### src/rtl/qfit_pkg.sv
// ----------------------------------------------------------------------------
// qfit_pkg: shared types and constants of the three-point quadratic fit
// Field widths, divider geometry and the item that travels down the divider.
// ----------------------------------------------------------------------------
package qfit_pkg;

	localparam int VW = 14;          // voltage, Q2.12
	localparam int YW = 20;          // reference value, Q12.8
	localparam int TW = 40;          // determinant threshold
	localparam int CW = 48;          // coefficient, Q31.16
	localparam int DW = 42;          // determinant magnitude
	localparam int QW = 50;          // quotient bits, one extra for rounding
	localparam int XW = QW + 22;     // doubled scaled dividend
	localparam int NSTEP = QW;       // divider cells

	localparam logic [TW-1:0] THR_RESET = 40'd68719;
	localparam logic [CW-1:0] CAP_POS = 48'h7FFF_FFFF_FFFF;
	localparam logic [CW-1:0] CAP_NEG = 48'h8000_0000_0000;

	// one lane of a restoring division: partial remainder and the shift word
	// (dividend bits still to come on the left, quotient bits on the right)
	typedef struct packed {
		logic [DW-1:0] r;
		logic [QW-1:0] w;
	} lane_t;

	typedef struct packed {
		logic       fit;
		logic [2:0] ovf;
		logic [2:0] neg;
	} flags_t;

	typedef struct packed {
		logic [DW-1:0] d;
		lane_t [2:0]   lane;
		flags_t        flags;
	} div_item_t;

endpackage

### src/rtl/qfit_div_cell.sv
// ----------------------------------------------------------------------------
// qfit_div_cell: one restoring-division step on three lanes
// Shift in the next dividend bit, subtract the divisor where it fits.
// ----------------------------------------------------------------------------
module qfit_div_cell (
	input  logic                clk,
	input  logic                arst_n,
	input  logic                up_valid,
	output logic                up_ready,
	input  qfit_pkg::div_item_t up_data,
	output logic                dn_valid,
	input  logic                dn_ready,
	output qfit_pkg::div_item_t dn_data
);
	import qfit_pkg::*;

	logic      vld_q;
	div_item_t item_q;
	div_item_t item_d;
	logic [DW:0] t [3];
	logic        ge [3];

	assign up_ready = ~vld_q | dn_ready;
	assign dn_valid = vld_q;
	assign dn_data  = item_q;

	always_comb begin
		item_d = up_data;
		for (int i = 0; i < 3; i++) begin
			t[i]  = {up_data.lane[i].r, up_data.lane[i].w[QW-1]};
			ge[i] = t[i] >= {1'b0, up_data.d};
			item_d.lane[i].r = ge[i] ? DW'(t[i] - {1'b0, up_data.d}) : t[i][DW-1:0];
			item_d.lane[i].w = {up_data.lane[i].w[QW-2:0], ge[i]};
		end
	end

	always_ff @(posedge clk or negedge arst_n) begin
		if (!arst_n) vld_q <= 1'b0;
		else if (up_ready) vld_q <= up_valid;
	end

	always_ff @(posedge clk) begin
		if (up_ready) item_q <= item_d;
	end

endmodule

### config.mk
export PLATFORM = sky130hd
export DESIGN_NAME = qfit_div_cell
export DESIGN_NICKNAME = d
export VERILOG_FILES = /design/src/rtl/qfit_pkg.sv /design/src/rtl/qfit_div_cell.sv
export SDC_FILE = /design/constraint.sdc
export NUM_CORES = 1
export LEC_CHECK = 0
export BUFFER_PORTS_ARGS = -buffer_cell sky130_fd_sc_hd__clkbuf_2
export CAP_MARGIN = 20
export CELL_PAD_IN_SITES_DETAIL_PLACEMENT = 0
export CELL_PAD_IN_SITES_GLOBAL_PLACEMENT = 1
export CORE_AREA = 2 2 257 259
export DETAILED_ROUTE_END_ITERATION = 16
export DIE_AREA = 0 0 259 261
export PLACE_DENSITY = 0.7
export SYNTH_ARGS = -nofsm -noshare
export SYNTH_HDL_FRONTEND = slang
export SYNTH_SLANG_ARGS = --single-unit
### constraint.sdc
create_clock -name clk -period 40.7 [get_ports clk]
set_clock_uncertainty 0.1 [all_clocks]
set_input_delay 12.21 -clock clk [delete_from_list [all_inputs] [get_ports clk]]
set_output_delay 12.21 -clock clk [all_outputs]
set_load 0.03 [all_outputs]
# == Word-level counts from Yosys, hierarchy flattened ==
# Index checks and enable logic that the tools add are counted.
# W data, S select, Z words.
# op_classes
add_sub_neg,3
order_cmp,3
n_mux,3
bitwise_logic,2
# op_table
operator,n
$ge A43 B42 Y1,3
$mux W42,3
$sub A42 B42 Y42,3
$not A1 Y1,1
$or A1 B1 Y1,1
# word_totals
reg_bits,326
input_bits,329
out_inout_bits,327
wordCells,22

# == Depth between registers and ports, before layout ==
# Gate-level depths: netlist of the first run.
# logic_depth
ltp_word,2
depth_mapped,15
mapped_depth_nobuf,13

# == Worst setup path before layout of the first run ==
# No wires, ideal clock.
# synth_timing
path_type,input to output
startpoint,input dn_ready
endpoint,output up_ready
t_arrival_ns,20.200
required_time_ns,28.390
slack_ns,8.190
cell_stages,1
n_path_buf,0
path_cell_list,nand2b_1
# synth_between
elab_chain_cells,1
# synth_rtl
item,line_no,source
start: declaration,qfit_div_cell.sv:12,"input logic dn_ready,"
$or A1 B1 Y1,qfit_div_cell.sv:23,assign up_ready = ~vld_q | dn_ready;
end: declaration,qfit_div_cell.sv:9,"output logic up_ready,"
# Every way passes these cells.

# == Worst setup path after layout of the first run ==
# Same ends and word-level chain as after synthesis.

==> reports/metrics.cfg, run 1 <==
[timing]
holdWs_ps=702.1
slew_headroom_pct=30.88
max_freq_ghz=0.03981
rsz0062_at_grt=no
tightest_slew_ps=1011
fin_tns_setup_ps=0
period_needed_ps=25120
hold_viol=0
post-route-period-util_pct=61.71
setup_viol=0
maxSlewViolCount=0
fin_ws_ps=15580

[floorplanning]
rows=94
fp.dieW_um=259
start_util_pct=29.34
die_area_um2=67600
core_area_um2=65040
die_h_um=261
ios=656

[drt]
drc=0
antenna_left=0
dr_total_vias=15988
post_drt_wl_per_cell_um=25.11
via_per_inst=5.012
drt-initial-drc-count=1022
drt-total-wl_um=80100
drtPass1Iterations=7

[global_route]
grtUsageMet2_pct=42.85
grt_overflow_total=0
top_usage_layer=met2
grt_max_degree=136
antenna_found_initial=50
track_usage_pct=22.57
met3_usage_pct=5.314
grt_pass1_vias=16023
grt_util_met1_pct=24.61
grt_pass1_wl_um=110000

[place]
place_hpwl_um=66880
placed_area_um2=23170
io_buffer_count=655
gp_congestion=0.9276
place_ws_ps=15550
dp_cells=3099

[synth]
ys_seq_elements=326
syn_nets=2088
synthFlopType=edfxtp_1
post_synth_num_cell_types=88
yosysWarningCount=0
syn_inst=1630
ys_seq_area_share_pct=51.27
synthArstFlopShare_pct=0.3067
syn_area_per_cell_um2=11.71
synth_edf_count=325
syn-cell-area_um2=19080

[final_layout]
final_area_um2=24670
fin_nets=2737
final_cell_count_no_fill=3190
drive_gt1_share_pct=36.48
final_util_pct=37.93
syn2layout_area_growth_pct=29.27

[power]
p_leak_nw=11.08
p_per_area_nw_per_um2=47.22
peakVddDrop_mv=0.02782
power_mw=1.165

[setup_path]
cp_data_arrival_time_ps=12810
worst-path-buf-inv=2
cp_top_family=buffers and inverters
crit_path_frequent_cell=clkbuf_2
cpMaxStageDelayCell=clkbuf_2
max_stage_delay_ps=260
setup.worst_path.start_class=input pin
end_kind=primary output
crit_path_cell_trace=clkbuf_2 -> nand2b_4 -> clkbuf_2
cp_max_fo=4
crit_required_ps=28390
path_class=in2out

[clocking]
cts-root-buf=clkbuf_16
cts_resized=0
path_clk_slew_ps=60
cts_made_buffers=42
cts_buffer_depth=3
clkLatencyLatePin_ps=560
cts_setup_buffers=0
htree_num_levels=2
hold_buffers=0
cts.sinks=326
cts_tree=done

[job]
maxCapViolations=0

[hold_path]
worst_hold_path_type=reg2reg

[run_status]
outcome=finished clean

final timing paths:
| kind | startpoint | end | slack (ps) | cells after the start |
|---|---|---|---|---|
| setup / recovery | dn_ready | up_ready | 15580 | 3 |
| hold / removal | dn_valid | dn_data[190] | 700 | 1 |
| setup reg to reg | dn_valid | dn_data[123] | 37350 | 4 |
| hold reg to reg | dn_valid | dn_data[190] | 700 | 1 |
| max in group asynchronous | arst_n | dn_valid | 29110 | 1 |
| min in group asynchronous | arst_n | dn_valid | 11310 | 1 |
cell usage after synthesis (all sizes together) (4+ instances only):
master / n / share of area [%]
a2111oi: 5 / 0.43
a211oi: 15 / 0.64
a21boi: 5 / 0.20
a21o: 71 / 2.8
a21oi: 168 / 4.5
a31o: 7 / 0.32
a31oi: 16 / 0.56
and2: 13 / 0.43
and3: 17 / 0.62
and4: 4 / 0.18
buf: 29 / 1.4
clkbuf: 29 / 0.58
edfxtp: 325 / 51
ha: 126 / 8.3
inv: 77 / 1.5
mux2: 68 / 5.3
nand2: 114 / 2.3
nand2b: 10 / 0.33
nand3: 27 / 0.71
nand4: 31 / 1.0
nor2: 91 / 1.8
nor2b: 6 / 0.20
nor3: 21 / 0.58
nor4: 10 / 0.33
o211ai: 9 / 0.35
o21a: 22 / 0.87
o21ai: 93 / 2.5
o21bai: 28 / 1.1
o31ai: 12 / 0.47
or2: 9 / 0.30
or3: 10 / 0.33
or4: 6 / 0.26
xnor2: 65 / 3.0
xor2: 35 / 1.6
kinds of logic after synthesis:
family | share of synthesized area, %
AO/OA/AOI/OAI | 17.09
XOR/XNOR | 4.590
adder cells (fa/ha/maj) | 8.576
buffers and inverters | 3.468
flip-flops | 51.27
multiplexers | 5.376
AND/OR/NAND/NOR | 9.632
sequential cells by signal (all words and copies together), names as in the netlist:
name / flops
dn_data: 325
dn_valid: 1
cell type report:
| type | count | area, µm² |
|---|---|---|
| Timing Repair Buffer | 663 | 3363 |
| Antenna cell | 15 | 37.54 |
| Clock buffer | 46 | 1087 |
| Sequential cell | 326 | 9784 |
| Fill cell | 6444 | 40370 |
| Tap cell | 864 | 1081 |
| Clock inverter | 30 | 379.1 |
| Inverter | 77 | 291.5 |
| Multi-Input combinational cell | 1169 | 8646 |
power by group:
group	switching (mW)	internal, mW
logic	0.220	0.114
clock network	0.160	0.240
registers	0.0123	0.419
layout by cell type, fill, tap and decap left out, types with 20 or more instances in the layout:
master	Yosys	final
a21o_1	71	71
a21oi_1	165	165
clkbuf_16	0	43
clkbuf_2	2	655
edfxtp_1	325	325
ha_1	126	126
inv_1	76	76
mux2_4	64	64
nand2_1	113	113
nand3_1	27	27
nand4_1	31	31
nor2_1	91	91
nor3_1	20	20
o21a_1	22	22
o21ai_0	86	86
o21bai_1	28	28
xnor2_1	65	65
xor2_1	35	35
metal layers:
layer	vias up	wire length [µm]
li1	7516	-
met1	7760	30200
met2	543	42860
met3	153	4679
met4	16	2269
met5	-	97
No activity file was read; power rests on OpenSTA's default activity.
==> inputs of run 2 (changes only) <==
--- a/config.mk
+++ b/config.mk
@@ -9,10 +9,10 @@
 export CAP_MARGIN = 20
 export CELL_PAD_IN_SITES_DETAIL_PLACEMENT = 0
 export CELL_PAD_IN_SITES_GLOBAL_PLACEMENT = 1
-export CORE_AREA = 2 2 257 259
+export CORE_AREA = 2 2 252 254
 export DETAILED_ROUTE_END_ITERATION = 16
-export DIE_AREA = 0 0 259 261
-export PLACE_DENSITY = 0.7
+export DIE_AREA = 0 0 254 256
+export PLACE_DENSITY = 0.72
 export SYNTH_ARGS = -nofsm -noshare
 export SYNTH_HDL_FRONTEND = slang
 export SYNTH_SLANG_ARGS = --single-unit
==> constraint.sdc (replaced) <==
create_clock -name clk -period 25.1 [get_ports clk]
set_clock_uncertainty 0.1 [all_clocks]
set_input_delay 7.53 -clock clk [delete_from_list [all_inputs] [get_ports clk]]
set_output_delay 7.53 -clock clk [all_outputs]
set_load 0.03 [all_outputs]
==> run 2 against run 1 <==
Effect of this change:
- hold slack better by 160 ps
- core utilization rose by 1.4 points
- cell count is 0.38% lower
- critical endpoint unchanged
- largest cell class unchanged
- largest power group unchanged
==> reports/metrics.cfg, run 2 (same netlist as run 1, synthesis figures left out) <==
[final_layout]
drive_gt1_share_pct=36.43  ; -0.047 points
largest_reg_flops=325  ; unchanged
final_util_pct=39.31  ; +1.4 points
syn2layout_area_growth_pct=28.51
fin_nets=2739  ; +0.073%
final_cell_mix=clkbuf_2 (655), edfxtp_1 (325), a21oi_1 (165), ha_1 (126), nand2_1 (113)
final_common_cell=clkbuf_2

[drt]
drt-total-wl_um=78500  ; -2.0%
via_per_inst=5.054  ; +0.84%
antenna_left=0  ; unchanged
post_drt_wl_per_cell_um=24.70  ; -1.6%
drtPass1Iterations=5  ; -2
drc=0  ; unchanged
dr_total_vias=16062  ; +0.46%
drt-initial-drc-count=1058  ; +3.5%

[clocking]
htree_num_levels=2  ; unchanged
cts_tree=done
cts_buffer_depth=3  ; unchanged
cts-root-buf=clkbuf_16
path_clk_slew_ps=60  ; about the same
clkLatencyLatePin_ps=560  ; about the same
cts.sinks=326  ; unchanged
cts_made_buffers=42  ; unchanged
cts_resized=0  ; unchanged
hold_buffers=0  ; unchanged
cts_setup_buffers=0  ; unchanged

[global_route]
grt_pass1_vias=16292  ; +1.7%
grt_overflow_total=0  ; unchanged
grt_max_degree=78  ; -43%
antenna_found_initial=40  ; -20%
track_usage_pct=23.46  ; +0.89 points
grt_pass1_wl_um=111100  ; +0.98%

[job]
maxCapViolations=0  ; unchanged

[timing]
rsz0062_at_grt=no
tightest_slew_ps=1001  ; -9.711 ps
setup_viol=0  ; unchanged
slew_headroom_pct=33.27  ; +2.4 points
fin_tns_setup_ps=0  ; unchanged
post-route-period-util_pct=63.79
max_freq_ghz=0.06246
hold_viol=0  ; unchanged
period_needed_ps=16010
maxSlewViolCount=0  ; unchanged

[setup_path]
crit_path_cell_trace=clkbuf_2 -> nand2b_4 -> clkbuf_2
cp_data_arrival_time_ps=8380  ; -4430 ps
end_kind=primary output
rrSetupSlack_ps=22130  ; -15220 ps
crit_path_frequent_cell=clkbuf_2
crit_required_ps=17470  ; -10920 ps
worst-path-buf-inv=2  ; unchanged
cp_max_fo=27  ; +23
cpMaxStageDelayCell=nand2b_4
max_stage_delay_ps=430  ; +170 ps
path_class=in2out
cp_top_family=simple AND/OR/NAND/NOR gates
setup.worst_path.start_class=input pin

[place]
place_hpwl_um=65490  ; -2.1%
gp_congestion=0.9167  ; -1.2%
io_buffer_count=655  ; unchanged

[floorplanning]
fp.dieW_um=254  ; -1.9%
rows=92  ; -2.1%
die_h_um=256  ; -1.9%
ios=656  ; unchanged
start_util_pct=30.59  ; +1.2 points
core_area_um2=62390  ; -4.1%
die_area_um2=65020  ; -3.8%

[power]
p_leak_nw=11.01  ; -0.69%
clockPowerShare_pct=32.2  ; -2.1 points
internal_power_mw=1.206  ; +56%
p_seq_share_pct=38.4  ; +1.4 points
p_comb_share_pct=29.4  ; +0.7 points
p_switching_mw=0.6229  ; +59%
peakVddDrop_mv=0.04561  ; +64%
p_per_area_nw_per_um2=74.59  ; +58%
p_sw_share_pct=34.06  ; +0.45 points

[hold_path]
worst_hold_path_type=reg2reg

[run_status]
outcome=finished clean

[run 2: worst register-to-register path: stages (launching register included)]
cell      delay [ps]
dfrtp_1          400
nand2b_4         400
buf_4            700
buf_4            900
[run 2: worst paths after layout]
kind                                      to  startpoint  depth (start not counted)
worst min register to register  dn_data[103]    dn_valid                          1
worst max-delay path                up_ready    dn_ready                          3
worst max register to register   dn_data[47]    dn_valid                          3
max in group asynchronous           dn_valid      arst_n                          1
min in group asynchronous           dn_valid      arst_n                          1
worst min-delay path            dn_data[103]    dn_valid                          1
[run 2: layout make-up]
class / instances / area [µm²]
antenna: 18 / 45.04
clock buffer: 53 / 1124
clock inverter: 24 / 221.5
fill: 6201 / 37870
inverter: 77 / 291.5
multi-input combinational: 1169 / 8646
sequential: 326 / 9784
tap: 846 / 1059
timing repair buffer: 665 / 3353
[run 2: metrics by stage]
step / instance area, µm² / instances / hold WS (ps) / total power [mW] / worst slack [ps]
after floorplan: 19080 / 1630 / 7134 / 1.090 / 1950
after global routing: 24520 / 3177 / 899.3 / 1.913 / 9052
final: 24520 / 3178 / 866.7 / 1.829 / 9090
after detailed placement: 23130 / 3083 / 887.8 / 1.253 / 9077
after CTS: 24480 / 3160 / 890.0 / 1.852 / 9069
after global placement: 23130 / 3083 / 858.1 / 1.250 / 9082
[run 2: power by group through the flow]
stage / Combinational, mW / Clock, mW / Sequential (mW)
2_1_floorplan: 0.244 / 0 / 0.846
4_1_cts: 0.541 / 0.608 / 0.703
3_3_place_gp: 0.536 / 0 / 0.713
6_report: 0.538 / 0.589 / 0.702
5_1_grt: 0.579 / 0.627 / 0.708
3_5_place_dp: 0.539 / 0 / 0.714
[run 2: per-layer routing]
metal	global-route usage (%)	vias to the layer above	wire length, µm
met2	42.83	564	41660
met5	0	-	108
met1	25.89	7838	29250
met3	5.827	122	5387
met4	9.052	16	2092
li1	-	7522	-
