`src/rtl/qfit_pkg.sv`:
```
// ----------------------------------------------------------------------------
// qfit_pkg: shared types and constants of the three-point quadratic fit
// Field widths, divider geometry and the item that travels down the divider.
// ----------------------------------------------------------------------------
package qfit_pkg;

	localparam int VW = 14;          // voltage, Q2.12
	localparam int YW = 20;          // reference value, Q12.8
	localparam int TW = 40;          // determinant threshold
	localparam int CW = 48;          // coefficient, Q31.16
	localparam int DW = 42;          // determinant magnitude
	localparam int QW = 50;          // quotient bits, one extra for rounding
	localparam int XW = QW + 22;     // doubled scaled dividend
	localparam int NSTEP = QW;       // divider cells

	localparam logic [TW-1:0] THR_RESET = 40'd68719;
	localparam logic [CW-1:0] CAP_POS = 48'h7FFF_FFFF_FFFF;
	localparam logic [CW-1:0] CAP_NEG = 48'h8000_0000_0000;

	// one lane of a restoring division: partial remainder and the shift word
	// (dividend bits still to come on the left, quotient bits on the right)
	typedef struct packed {
		logic [DW-1:0] r;
		logic [QW-1:0] w;
	} lane_t;

	typedef struct packed {
		logic       fit;
		logic [2:0] ovf;
		logic [2:0] neg;
	} flags_t;

	typedef struct packed {
		logic [DW-1:0] d;
		lane_t [2:0]   lane;
		flags_t        flags;
	} div_item_t;

endpackage

```
`src/rtl/qfit_round.sv`:
```
// ----------------------------------------------------------------------------
// qfit_round: rounding, clipping and sign of the coefficients
// Output register of the block.
// ----------------------------------------------------------------------------
module qfit_round (
	input  logic                         clk,
	input  logic                         arst_n,
	input  logic                         up_valid,
	output logic                         up_ready,
	input  qfit_pkg::div_item_t          up_data,
	output logic                         dn_valid,
	input  logic                         dn_ready,
	output logic signed [qfit_pkg::CW-1:0] coef [3],
	output logic                         fit_valid,
	output logic                         saturated
);
	import qfit_pkg::*;

	logic              vld_q;
	logic [CW-1:0]     coef_q [3];
	logic              fit_q;
	logic              sat_q;
	logic [QW:0]       rnd_full [3];
	logic [QW-1:0]     rnd [3];
	logic [CW-1:0]     cap [3];
	logic [CW-1:0]     mag [3];
	logic [2:0]        clip;
	logic [CW-1:0]     coef_d [3];

	assign up_ready  = ~vld_q | dn_ready;
	assign dn_valid  = vld_q;
	assign fit_valid = fit_q;
	assign saturated = sat_q;
	for (genvar i = 0; i < 3; i++) begin : g_out
		assign coef[i] = signed'(coef_q[i]);
	end

	always_comb begin
		for (int i = 0; i < 3; i++) begin
			// round half away from zero on the magnitude
			rnd_full[i] = {1'b0, up_data.lane[i].w} + (QW+1)'(1);
			rnd[i]      = rnd_full[i][QW:1];
			cap[i]      = up_data.flags.neg[i] ? CAP_NEG : CAP_POS;
			clip[i]     = up_data.flags.ovf[i] || (rnd[i] > QW'(cap[i]));
			mag[i]      = clip[i] ? cap[i] : rnd[i][CW-1:0];
			coef_d[i]   = !up_data.flags.fit ? '0 :
				(up_data.flags.neg[i] ? -mag[i] : mag[i]);
		end
	end

	always_ff @(posedge clk or negedge arst_n) begin
		if (!arst_n) vld_q <= 1'b0;
		else if (up_ready) vld_q <= up_valid;
	end

	always_ff @(posedge clk) begin
		if (up_ready) begin
			coef_q <= coef_d;
			fit_q  <= up_data.flags.fit;
			sat_q  <= up_data.flags.fit && (|clip);
		end
	end

endmodule

```
`config.mk`:
```
export PLATFORM = sky130hd
export DESIGN_NAME = qfit_round
export DESIGN_NICKNAME = d
export VERILOG_FILES = /design/src/rtl/qfit_pkg.sv /design/src/rtl/qfit_round.sv
export SDC_FILE = /design/constraint.sdc
export NUM_CORES = 1
export LEC_CHECK = 0
export ABC_CLOCK_PERIOD_IN_PS = 5900
export BUFFER_PORTS_ARGS = -buffer_cell sky130_fd_sc_hd__buf_2
export CELL_PAD_IN_SITES_DETAIL_PLACEMENT = 1
export CELL_PAD_IN_SITES_GLOBAL_PLACEMENT = 2
export CORE_MARGIN = 5
export CORE_UTILIZATION = 32
export CTS_CLUSTER_SIZE = 40
export DETAILED_ROUTE_END_ITERATION = 7
export PLACE_DENSITY_LB_ADDON = 0.1
export REMOVE_ABC_BUFFERS = 1
export SLEW_MARGIN = 20
export SYNTH_ARGS = -nofsm -noshare
export SYNTH_HDL_FRONTEND = slang
export SYNTH_SLANG_ARGS = --single-unit
```
`constraint.sdc`:
```
create_clock -name clk -period 5.9 [get_ports clk]
set_input_delay 0.59 -clock clk [delete_from_list [all_inputs] [get_ports clk]]
set_output_delay 0.59 -clock clk [all_outputs]
set_load 0.005 [all_outputs]
```
---- After elaboration in Yosys (flattened, before gate mapping) ----
Index checks and enable logic that the tools add are counted.
storage, ports and cells
  memories ................................ 0
  flip-flop bits (word level) ............. 147
  memory bits (read-only) ................. 0
  bits in writable memories ............... 0
  bits in latches ......................... 0
  word-level logic and storage cells ...... 31
cells by class
  div/mod/pow operators ................... 0
  $lt $le $gt $ge ......................... 3
  mux-type cells .......................... 9
  equal/unequal tests ..................... 0
  add/subtract/negate cells ............... 6
  multiply operators ...................... 0
  reduce and logical (&&, ||, !) cells .... 5
  shifts and indexed selects .............. 0
  bitwise operators ....................... 2
operators by type and width
  kind                                           number
  2-to-1 mux 48 bit                              9
  adder 50 x 1 -> 51 bit, second input constant  3
  greater-than comparator 50 x 48 -> 1 bit       3
  negator 48 bit                                 3
  logical OR 1 bit                               3
  OR reduction 3 bit                             1
  logical AND 1 bit                              1
  NOT 1 bit                                      1
  bitwise OR 1 bit                               1

---- Longest topological paths before layout ----
Gate-level depths: netlist of run 1.
  word-level depth ........................ 6
  gate-level depth with buffers ........... 30

---- Worst setup path after synthesis of run 1 ----
No wires, ideal clock.
  path type ............................... in2reg
  from .................................... input up_data[99] (netlist name)
  to ...................................... register coef_q, in the netlist coef[88] (data pin)
  data arrival time ....................... 6921 ps
  setup slack ............................. -1291 ps
  library setup time ...................... 270 ps
  stages on the path ...................... 30
  path buffers ............................ 5
  cells stage by stage .................... ha_1 > clkbuf_2 > and2_1 > buf_2 > nand4_1 > nor4_1 > nand2_1 > xor2_1 > inv_1 > ha_1 > and4_1 > nand3_1 > nor4_1 > nand3_1 > o21ai_0 > a21o_1 > clkbuf_1 > clkbuf_1 > nand2_1 > o21ai_0 > ha_1 > clkbuf_1 > inv_1 > a21oi_1 > nor4b_1 > nand4_1 > nor4b_2 > a31oi_1 > o31ai_1 > a21oi_1
on the way
  cells in the longest elaborated chain, start to end .. 6
ends and longest elaborated chain
  item                                      RTL line          source
  start: declaration                        qfit_round.sv:10  input qfit_pkg::div_item_t up_data,
  adder 50 x 1 -> 51 bit *                  qfit_round.sv:41  rnd_full[i] = {1'b0, up_data.lane[i].w} + (QW+1)'(1);
  greater-than comparator 50 x 48 -> 1 bit  qfit_round.sv:44  clip[i] = up_data.flags.ovf[i] || (rnd[i] > QW'(cap[i]));
  logical OR 1 bit                          qfit_round.sv:44
  2-to-1 mux 48 bit *                       qfit_round.sv:45  mag[i] = clip[i] ? cap[i] : rnd[i][CW-1:0];
  negator 48 bit                            qfit_round.sv:47  (up_data.flags.neg[i] ? -mag[i] : mag[i]);
  2-to-1 mux 48 bit *                       qfit_round.sv:47
  end signal: assignment                    qfit_round.sv:58  coef_q <= coef_d;
  end: declaration                          qfit_round.sv:20  logic [CW-1:0] coef_q [3];
Every way passes the cells marked *; elsewhere a longest branch is shown, timed or not.
A chain may end at the register's enable or synchronous reset.

---- Worst setup path in the final report of run 1 ----
  from .................................... input up_data[200] (netlist name)
  to ...................................... register coef_q, in the netlist coef[46] (data pin)
Same word-level chain as after synthesis.

==> results of run 1 <==
## state kept, by name, indices dropped and copies added, names as in the netlist
register,count
saturated,1
dn_valid,1
fit_valid,1
coef,144
## Yosys cell counts (all sizes together) (13+ instances only)
library cell	count	area, um2
a211oi	46	350
and3	45	282
nand4	116	781
edfxtp	146	4380
a31oi	25	156
or2	13	81.3
or4	26	203
or3	31	199
mux2i	27	270
o311ai	13	114
nor2	173	669
nor3	121	626
and2	26	163
o21a	17	129
a21oi	174	878
o211ai	27	203
inv	119	447
nand3	159	826
o21ai	131	656
a21o	24	180
o31ai	23	173
clkbuf	101	380
buf	55	294
and4	41	359
xor2	54	473
ha	150	1880
xnor2	96	848
nand2b	16	100
nor4	90	712
nand2	219	825
## power groups by stage
stage	clock, W	sequential [W]	combinational (W)
floorplan	0	0.00135	0.000618
global placement	0	0.00134	0.00152
detailed placement	0	0.00134	0.00157
CTS	0.00116	0.00132	0.00161
global route	0.00120	0.00132	0.00181
finish	0.00112	0.00131	0.00167
## per-stage QoR
| step | hold slack [ns] | instance area (um2) | worst slack, ns | power, W |
|---|---|---|---|---|
| after global routing | 0.252 | 28900 | -0.0451 | 0.00432 |
| after detailed placement | 0.366 | 27100 | -1.68 | 0.00291 |
| final | 0.266 | 28900 | 0.0983 | 0.00411 |
| after CTS | 0.235 | 28000 | 0.00765 | 0.00408 |
| after global placement | 0.364 | 27100 | -1.62 | 0.00286 |
| after floorplan | 0.294 | 19000 | -1.48 | 0.00196 |
## worst max-delay path by stage
stage / start / to / slack (ns) / cells past startpoint
2_1_floorplan: up_data[204] / coef[36] / -1.48 / 22
3_3_place_gp: up_data[99] / coef[94] / -1.62 / 31
3_5_place_dp: up_data[99] / coef[94] / -1.68 / 31
4_1_cts: up_data[191] / coef[46] / 0.008 / 28
5_1_grt: up_data[200] / coef[10] / -0.05 / 25
6_report: up_data[200] / coef[46] / 0.1 / 25
## layout make-up
cell class                 count  area, um2  share of cell area [%]
clock buffer                  19        433                    1.50
clock inverter                13        116                   0.403
inverter                     120        453                    1.57
multi-input combinational   2105      15100                    52.4
sequential                   147       4410                    15.3
tap                          790        988                    3.42
timing repair buffer        1061       7360                    25.5
## cell families (layout without fill, tap and decap cells)
group | count (synthesis) | count (layout) | share of synthesized area, %
AO/OA/AOI/OAI | 634 | 634 | 21.4
buffers and inverters | 276 | 1213 | 5.72
flip-flops | 147 | 147 | 22.4
AND/OR/NAND/NOR | 1135 | 1135 | 32.3
adder cells (fa/ha/maj) | 150 | 150 | 9.54
XOR/XNOR | 150 | 150 | 6.71
multiplexers | 36 | 36 | 1.89
## per-layer routing
metal / GRT usage [%] / share of wire (%)
met1: 38.8 / 45
met2: 48.5 / 48
met3: 3.89 / 4.8
met4: 7.43 / 2.2
met5: 0 / 0.027
## what timing repair did
item,in CTS,in global routing
pin swaps,16,51
gates cloned,0,1
setup endpoints to repair,56,51
setup buffers,12,19
hold buffers,1,0
resized for setup,49,145
hold endpoints to repair,1,0
==> impl_metrics.env, run 1 <==
export IMPL_area_growth_pct=46.8
export IMPL_worst_path_buf_inv=9
export IMPL_grt_overflow=0
export IMPL_whs_path_depth=2
export IMPL_nets=3931
export IMPL_sw_frac_of_total_pct=38.2
export IMPL_crit_top_cell="buf_4"
export IMPL_setup_violations=0
export IMPL_grt_max_degree=84
export IMPL_layout_cells_most_common="buf_4"
export IMPL_arrival_ns=6.18
export IMPL_timing_final_crit_period_ns=5.80
export IMPL_dp_hpwl_mm=80.9
export IMPL_critPathSlowestCell="or4_4"
export IMPL_portBuffers=308
export IMPL_synthArstFlopShare_pct=0.680
export IMPL_clkLatencyLatePin_ns=0.51
export IMPL_hold_viol_final=0
export IMPL_antenna_found_initial=3
export IMPL_fp_row_count=91
export IMPL_worstPathMaxFanout=6
export IMPL_power_density_nw_per_um2=142
export IMPL_diodes=0
export IMPL_wl_mm=100
export IMPL_die_h_um=258
export IMPL_p_comb_share_pct=40.7
export IMPL_clock_sinks=147
export IMPL_numCtsBuffers=17
export IMPL_synth_warnings=0
export IMPL_fin_util_pct=47.1
export IMPL_ys_ff_latch=147
export IMPL_worstReg2RegStart="dn_valid"
export IMPL_r2r_end="coef[97]"
export IMPL_worstSetupPathType="input pin to register"
export IMPL_final_cell_mix="buf_4, buf_2, nand2_1"
export IMPL_r2r_cells=2
export IMPL_core_um2=61300
export IMPL_cts_root_buffer="clkbuf_16"
export IMPL_p_leak_nw=12.4
export IMPL_relSlewSlack_pct=35.2
export IMPL_r2r_slack_ns=4.09
export IMPL_cp_required_ns=6.28
export IMPL_io_pins=477
export IMPL_via_per_inst=5.80
export IMPL_finalMaxSlewViolations=0
export IMPL_dp_cells=4190
export IMPL_hp_class="input pin to register"
export IMPL_h_tree_depth=4
export IMPL_seqPwrFrac_pct=32.0
export IMPL_synthFlopType="edfxtp_1"
export IMPL_route_vias_total=24676
export IMPL_cp_top_family="simple AND/OR/NAND/NOR gates"
export IMPL_grt_pass1_vias=25431
export IMPL_fin_cells=4255
export IMPL_tns_ns=0
export IMPL_clk_pin_slew_worst_paths_ns=0.08
export IMPL_drive_above_1_share_pct=37.9
export IMPL_p_switching_w=0.00157
export IMPL_die_x_um=258
export IMPL_worst_slew_pin_slew_ns=0.969
export IMPL_intPower_w=0.00254
export IMPL_irDropWorstVdd_mv=0.257
export IMPL_max_freq_mhz=172
export IMPL_min_from="up_valid"
export IMPL_min_period_over_period_pct=98.3
export IMPL_slowest_delay_ns=0.57
export IMPL_synth_distinct_cells=106
export IMPL_clkPwrFrac_pct=27.4
export IMPL_hold_end="dn_valid"
export IMPL_synth_edf_count=146
export IMPL_syn_inst=2528
export IMPL_grt_pass1_wl_mm=151
export IMPL_place_congestion=0.918
export IMPL_die_area_um2=66600
export IMPL_avgSynthCellArea_um2=7.78
export IMPL_first_pass_iters=5
export IMPL_initialDrtViolationCount=1441
export IMPL_ys_seq_area_share_pct=22.4
export IMPL_end_kind="register"
export IMPL_grt_use_total_pct=28.7
export IMPL_clock_path_buffers=2
export IMPL_drc=0
export IMPL_ant_nets=0
export IMPL_drv_cap=0
export IMPL_status="complete, no violations"
export IMPL_wl_per_cell_um=23.6
export IMPL_synth_area_um2=19700
export IMPL_cts_tree="yes"
export IMPL_fillCellCount=7524
export IMPL_floorplan_initialDensity_pct=32.1
export IMPL_startpoint_type="input pin"
export IMPL_skew_ns=0.0122
Power figures use the tool's default switching activity.
==> run 2: changes to the inputs <==
--- a/config.mk
+++ b/config.mk
@@ -11,6 +11,7 @@
 export CELL_PAD_IN_SITES_GLOBAL_PLACEMENT = 2
 export CORE_MARGIN = 5
 export CORE_UTILIZATION = 32
+export CTS_BUF_LIST = sky130_fd_sc_hd__clkbuf_4 sky130_fd_sc_hd__clkbuf_8
 export CTS_CLUSTER_SIZE = 40
 export DETAILED_ROUTE_END_ITERATION = 7
 export PLACE_DENSITY_LB_ADDON = 0.1
==> impl_metrics.env, run 2 (synthesized netlist as in run 1, its figures left out) <==
export IMPL_route_vias_total=24549
export IMPL_portBuffers=308
export IMPL_wl_mm=99.1
export IMPL_slowest_delay_ns=0.39
export IMPL_startpoint_type="input pin"
export IMPL_p_switching_w=0.00153
export IMPL_wl_per_cell_um=23.4
export IMPL_worstReg2RegStart="dn_valid"
export IMPL_r2r_cells=2
export IMPL_relSlewSlack_pct=39.3
export IMPL_die_area_um2=66600
export IMPL_met2_usage_pct=48.0
export IMPL_hold_viol_final=0
export IMPL_crit_start="up_data[20]"
export IMPL_grt_busiest_layer="met2"
export IMPL_p_comb_share_pct=42.9
export IMPL_h_tree_depth=4
export IMPL_final_area_um2=28200
export IMPL_worst_slew_pin_slew_ns=0.907
export IMPL_arrival_ns=6.04
export IMPL_io_pins=477
export IMPL_power_density_nw_per_um2=135
export IMPL_grt_overflow=0
export IMPL_finalMaxSlewViolations=0
export IMPL_cts_root_buffer="clkbuf_8"
export IMPL_die_h_um=258
export IMPL_numCtsBuffers=17
export IMPL_nets=3907
export IMPL_grt_pass1_vias=25329
export IMPL_clk_pin_slew_worst_paths_ns=0.11
export IMPL_hp_class="input pin to register"
export IMPL_final_cell_mix="buf_4, buf_2, nand2_1"
export IMPL_clock_sinks=147
export IMPL_min_period_over_period_pct=96.4
export IMPL_timing_final_crit_period_ns=5.69
export IMPL_max_freq_mhz=176
export IMPL_largest_reg_flops=144
export IMPL_core_um2=61300
export IMPL_die_x_um=258
export IMPL_end_kind="register"
export IMPL_sw_frac_of_total_pct=40.1
export IMPL_placed_area_um2=27100
export IMPL_r2r_end="coef[97]"
export IMPL_r2r_slack_ns=4.06
export IMPL_fp_row_count=91
export IMPL_drive_above_1_share_pct=36.5
export IMPL_multi_input_area_um2=14900
export IMPL_critPathSlowestCell="nor3_1"
export IMPL_hold_end="dn_valid"
export IMPL_via_per_inst=5.80
export IMPL_clkLatencyLatePin_ns=0.60
export IMPL_grt_use_met3_pct=3.59
export IMPL_antenna_found_initial=4
export IMPL_ant_nets=0
export IMPL_min_from="up_valid"
export IMPL_initialDrtViolationCount=1440
export IMPL_dp_hpwl_mm=80.9
export IMPL_grt_pass1_wl_mm=150
export IMPL_seqPwrFrac_pct=34.5
export IMPL_cp_required_ns=6.26
export IMPL_place_congestion=0.918
export IMPL_intPower_w=0.00228
export IMPL_grt_max_degree=84
export IMPL_first_pass_iters=8
export IMPL_layout_cells_most_common="buf_4"
export IMPL_setup_violations=0
export IMPL_clkPwrFrac_pct=22.6
export IMPL_crit_top_cell="buf_4"
export IMPL_rsz0062_at_grt="yes"
export IMPL_irDropWorstVdd_mv=0.194
export IMPL_cts_tree="yes"
export IMPL_fillCellCount=7582
export IMPL_worstSetupPathType="input pin to register"
export IMPL_use_met1_pct=38.9
export IMPL_skew_ns=0.0165
export IMPL_worstPathMaxFanout=6
export IMPL_seq_area_um2=4410
export IMPL_drc=0
export IMPL_floorplan_initialDensity_pct=32.1
export IMPL_status="complete, no violations"
export IMPL_whs_path_depth=2
export IMPL_drv_cap=0
export IMPL_area_growth_pct=43.4
export IMPL_grt_use_total_pct=28.6
export IMPL_tns_ns=0
export IMPL_p_leak_nw=12.1
export IMPL_clock_path_buffers=2
## run 2: cell types whose count changed in the layout (fill, tap and decap cells not counted), moves of 5 or more
cell and change:
and4_4 -5, clkbuf_16 -18, clkbuf_8 +17, and4_1 +5, buf_4 -21
## run 2: power by group through the flow
stage,Clock [W],Sequential [W],Combinational [W]
after floorplan,0,0.00135,0.000618
after global placement,0,0.00134,0.00152
after detailed placement,0,0.00134,0.00157
after CTS,0.000888,0.00132,0.00159
after global routing,0.000922,0.00132,0.00177
final,0.000858,0.00131,0.00163
## run 2: stage by stage
| step | hold slack, ns | util (%) | setup slack [ns] | total power, W | cells |
|---|---|---|---|---|---|
| after global placement | 0.364 | 44.2 | -1.62 | 0.00286 | 4190 |
| after CTS | 0.119 | 45.1 | 0.00845 | 0.00380 | 4226 |
| after global routing | 0.151 | 46.1 | -0.0181 | 0.00401 | 4232 |
| final | 0.168 | 46.1 | 0.213 | 0.00380 | 4232 |
| after floorplan | 0.294 | - | -1.48 | 0.00196 | 2372 |
| after detailed placement | 0.366 | 44.2 | -1.68 | 0.00291 | 4190 |
## run 2: worst max-delay path: cells and delay by family
| family | cells | cell delay, ns |
|---|---|---|
| AOI/OAI and AO/OA | 4 | 0.49 |
| adders and majority gates | 2 | 0.53 |
| buffers and inverters | 9 | 1.37 |
| muxes | 1 | 0.18 |
| and+or+nand+nor | 12 | 2.64 |
| xor gates and xnor gates | 1 | 0.23 |
## run 2: metal layers
| metal | up-vias | part of all wire (%) |
|---|---|---|
| met5 | - | 0.013 |
| met4 | 2 | 2.1 |
| met3 | 110 | 4.4 |
| met2 | 619 | 48 |
| met1 | 12258 | 46 |
| li1 | 11560 | - |
## run 2: worst max-delay path by stage
stage,endpoint,slack [ns],depth (start not counted)
floorplan,coef[36],-1.48,22
global placement,coef[94],-1.62,31
detailed placement,coef[94],-1.68,31
CTS,coef[84],0.008,32
global route,coef[84],-0.02,33
finish,coef[134],0.21,29
## run 2: timing repair
action / CTS / global route
buffers inserted: 3 / 5
hold buffers: 1 / 0
setup endpoints to repair: 48 / 51
pin swaps: 9 / 36
gates resized for setup: 35 / 101
hold endpoints to repair: 1 / 0
## run 2: final cells by class
| class | instances | share of cell area [%] |
|---|---|---|
| multi-input cells | 2105 | 52.7 |
| inverters | 120 | 1.61 |
| clock buffers | 19 | 0.883 |
| flip-flops and latches | 147 | 15.6 |
| well taps | 790 | 3.50 |
| repair buffers | 1037 | 25.3 |
| clock inverters | 13 | 0.412 |
| diodes | 1 | 0.00887 |
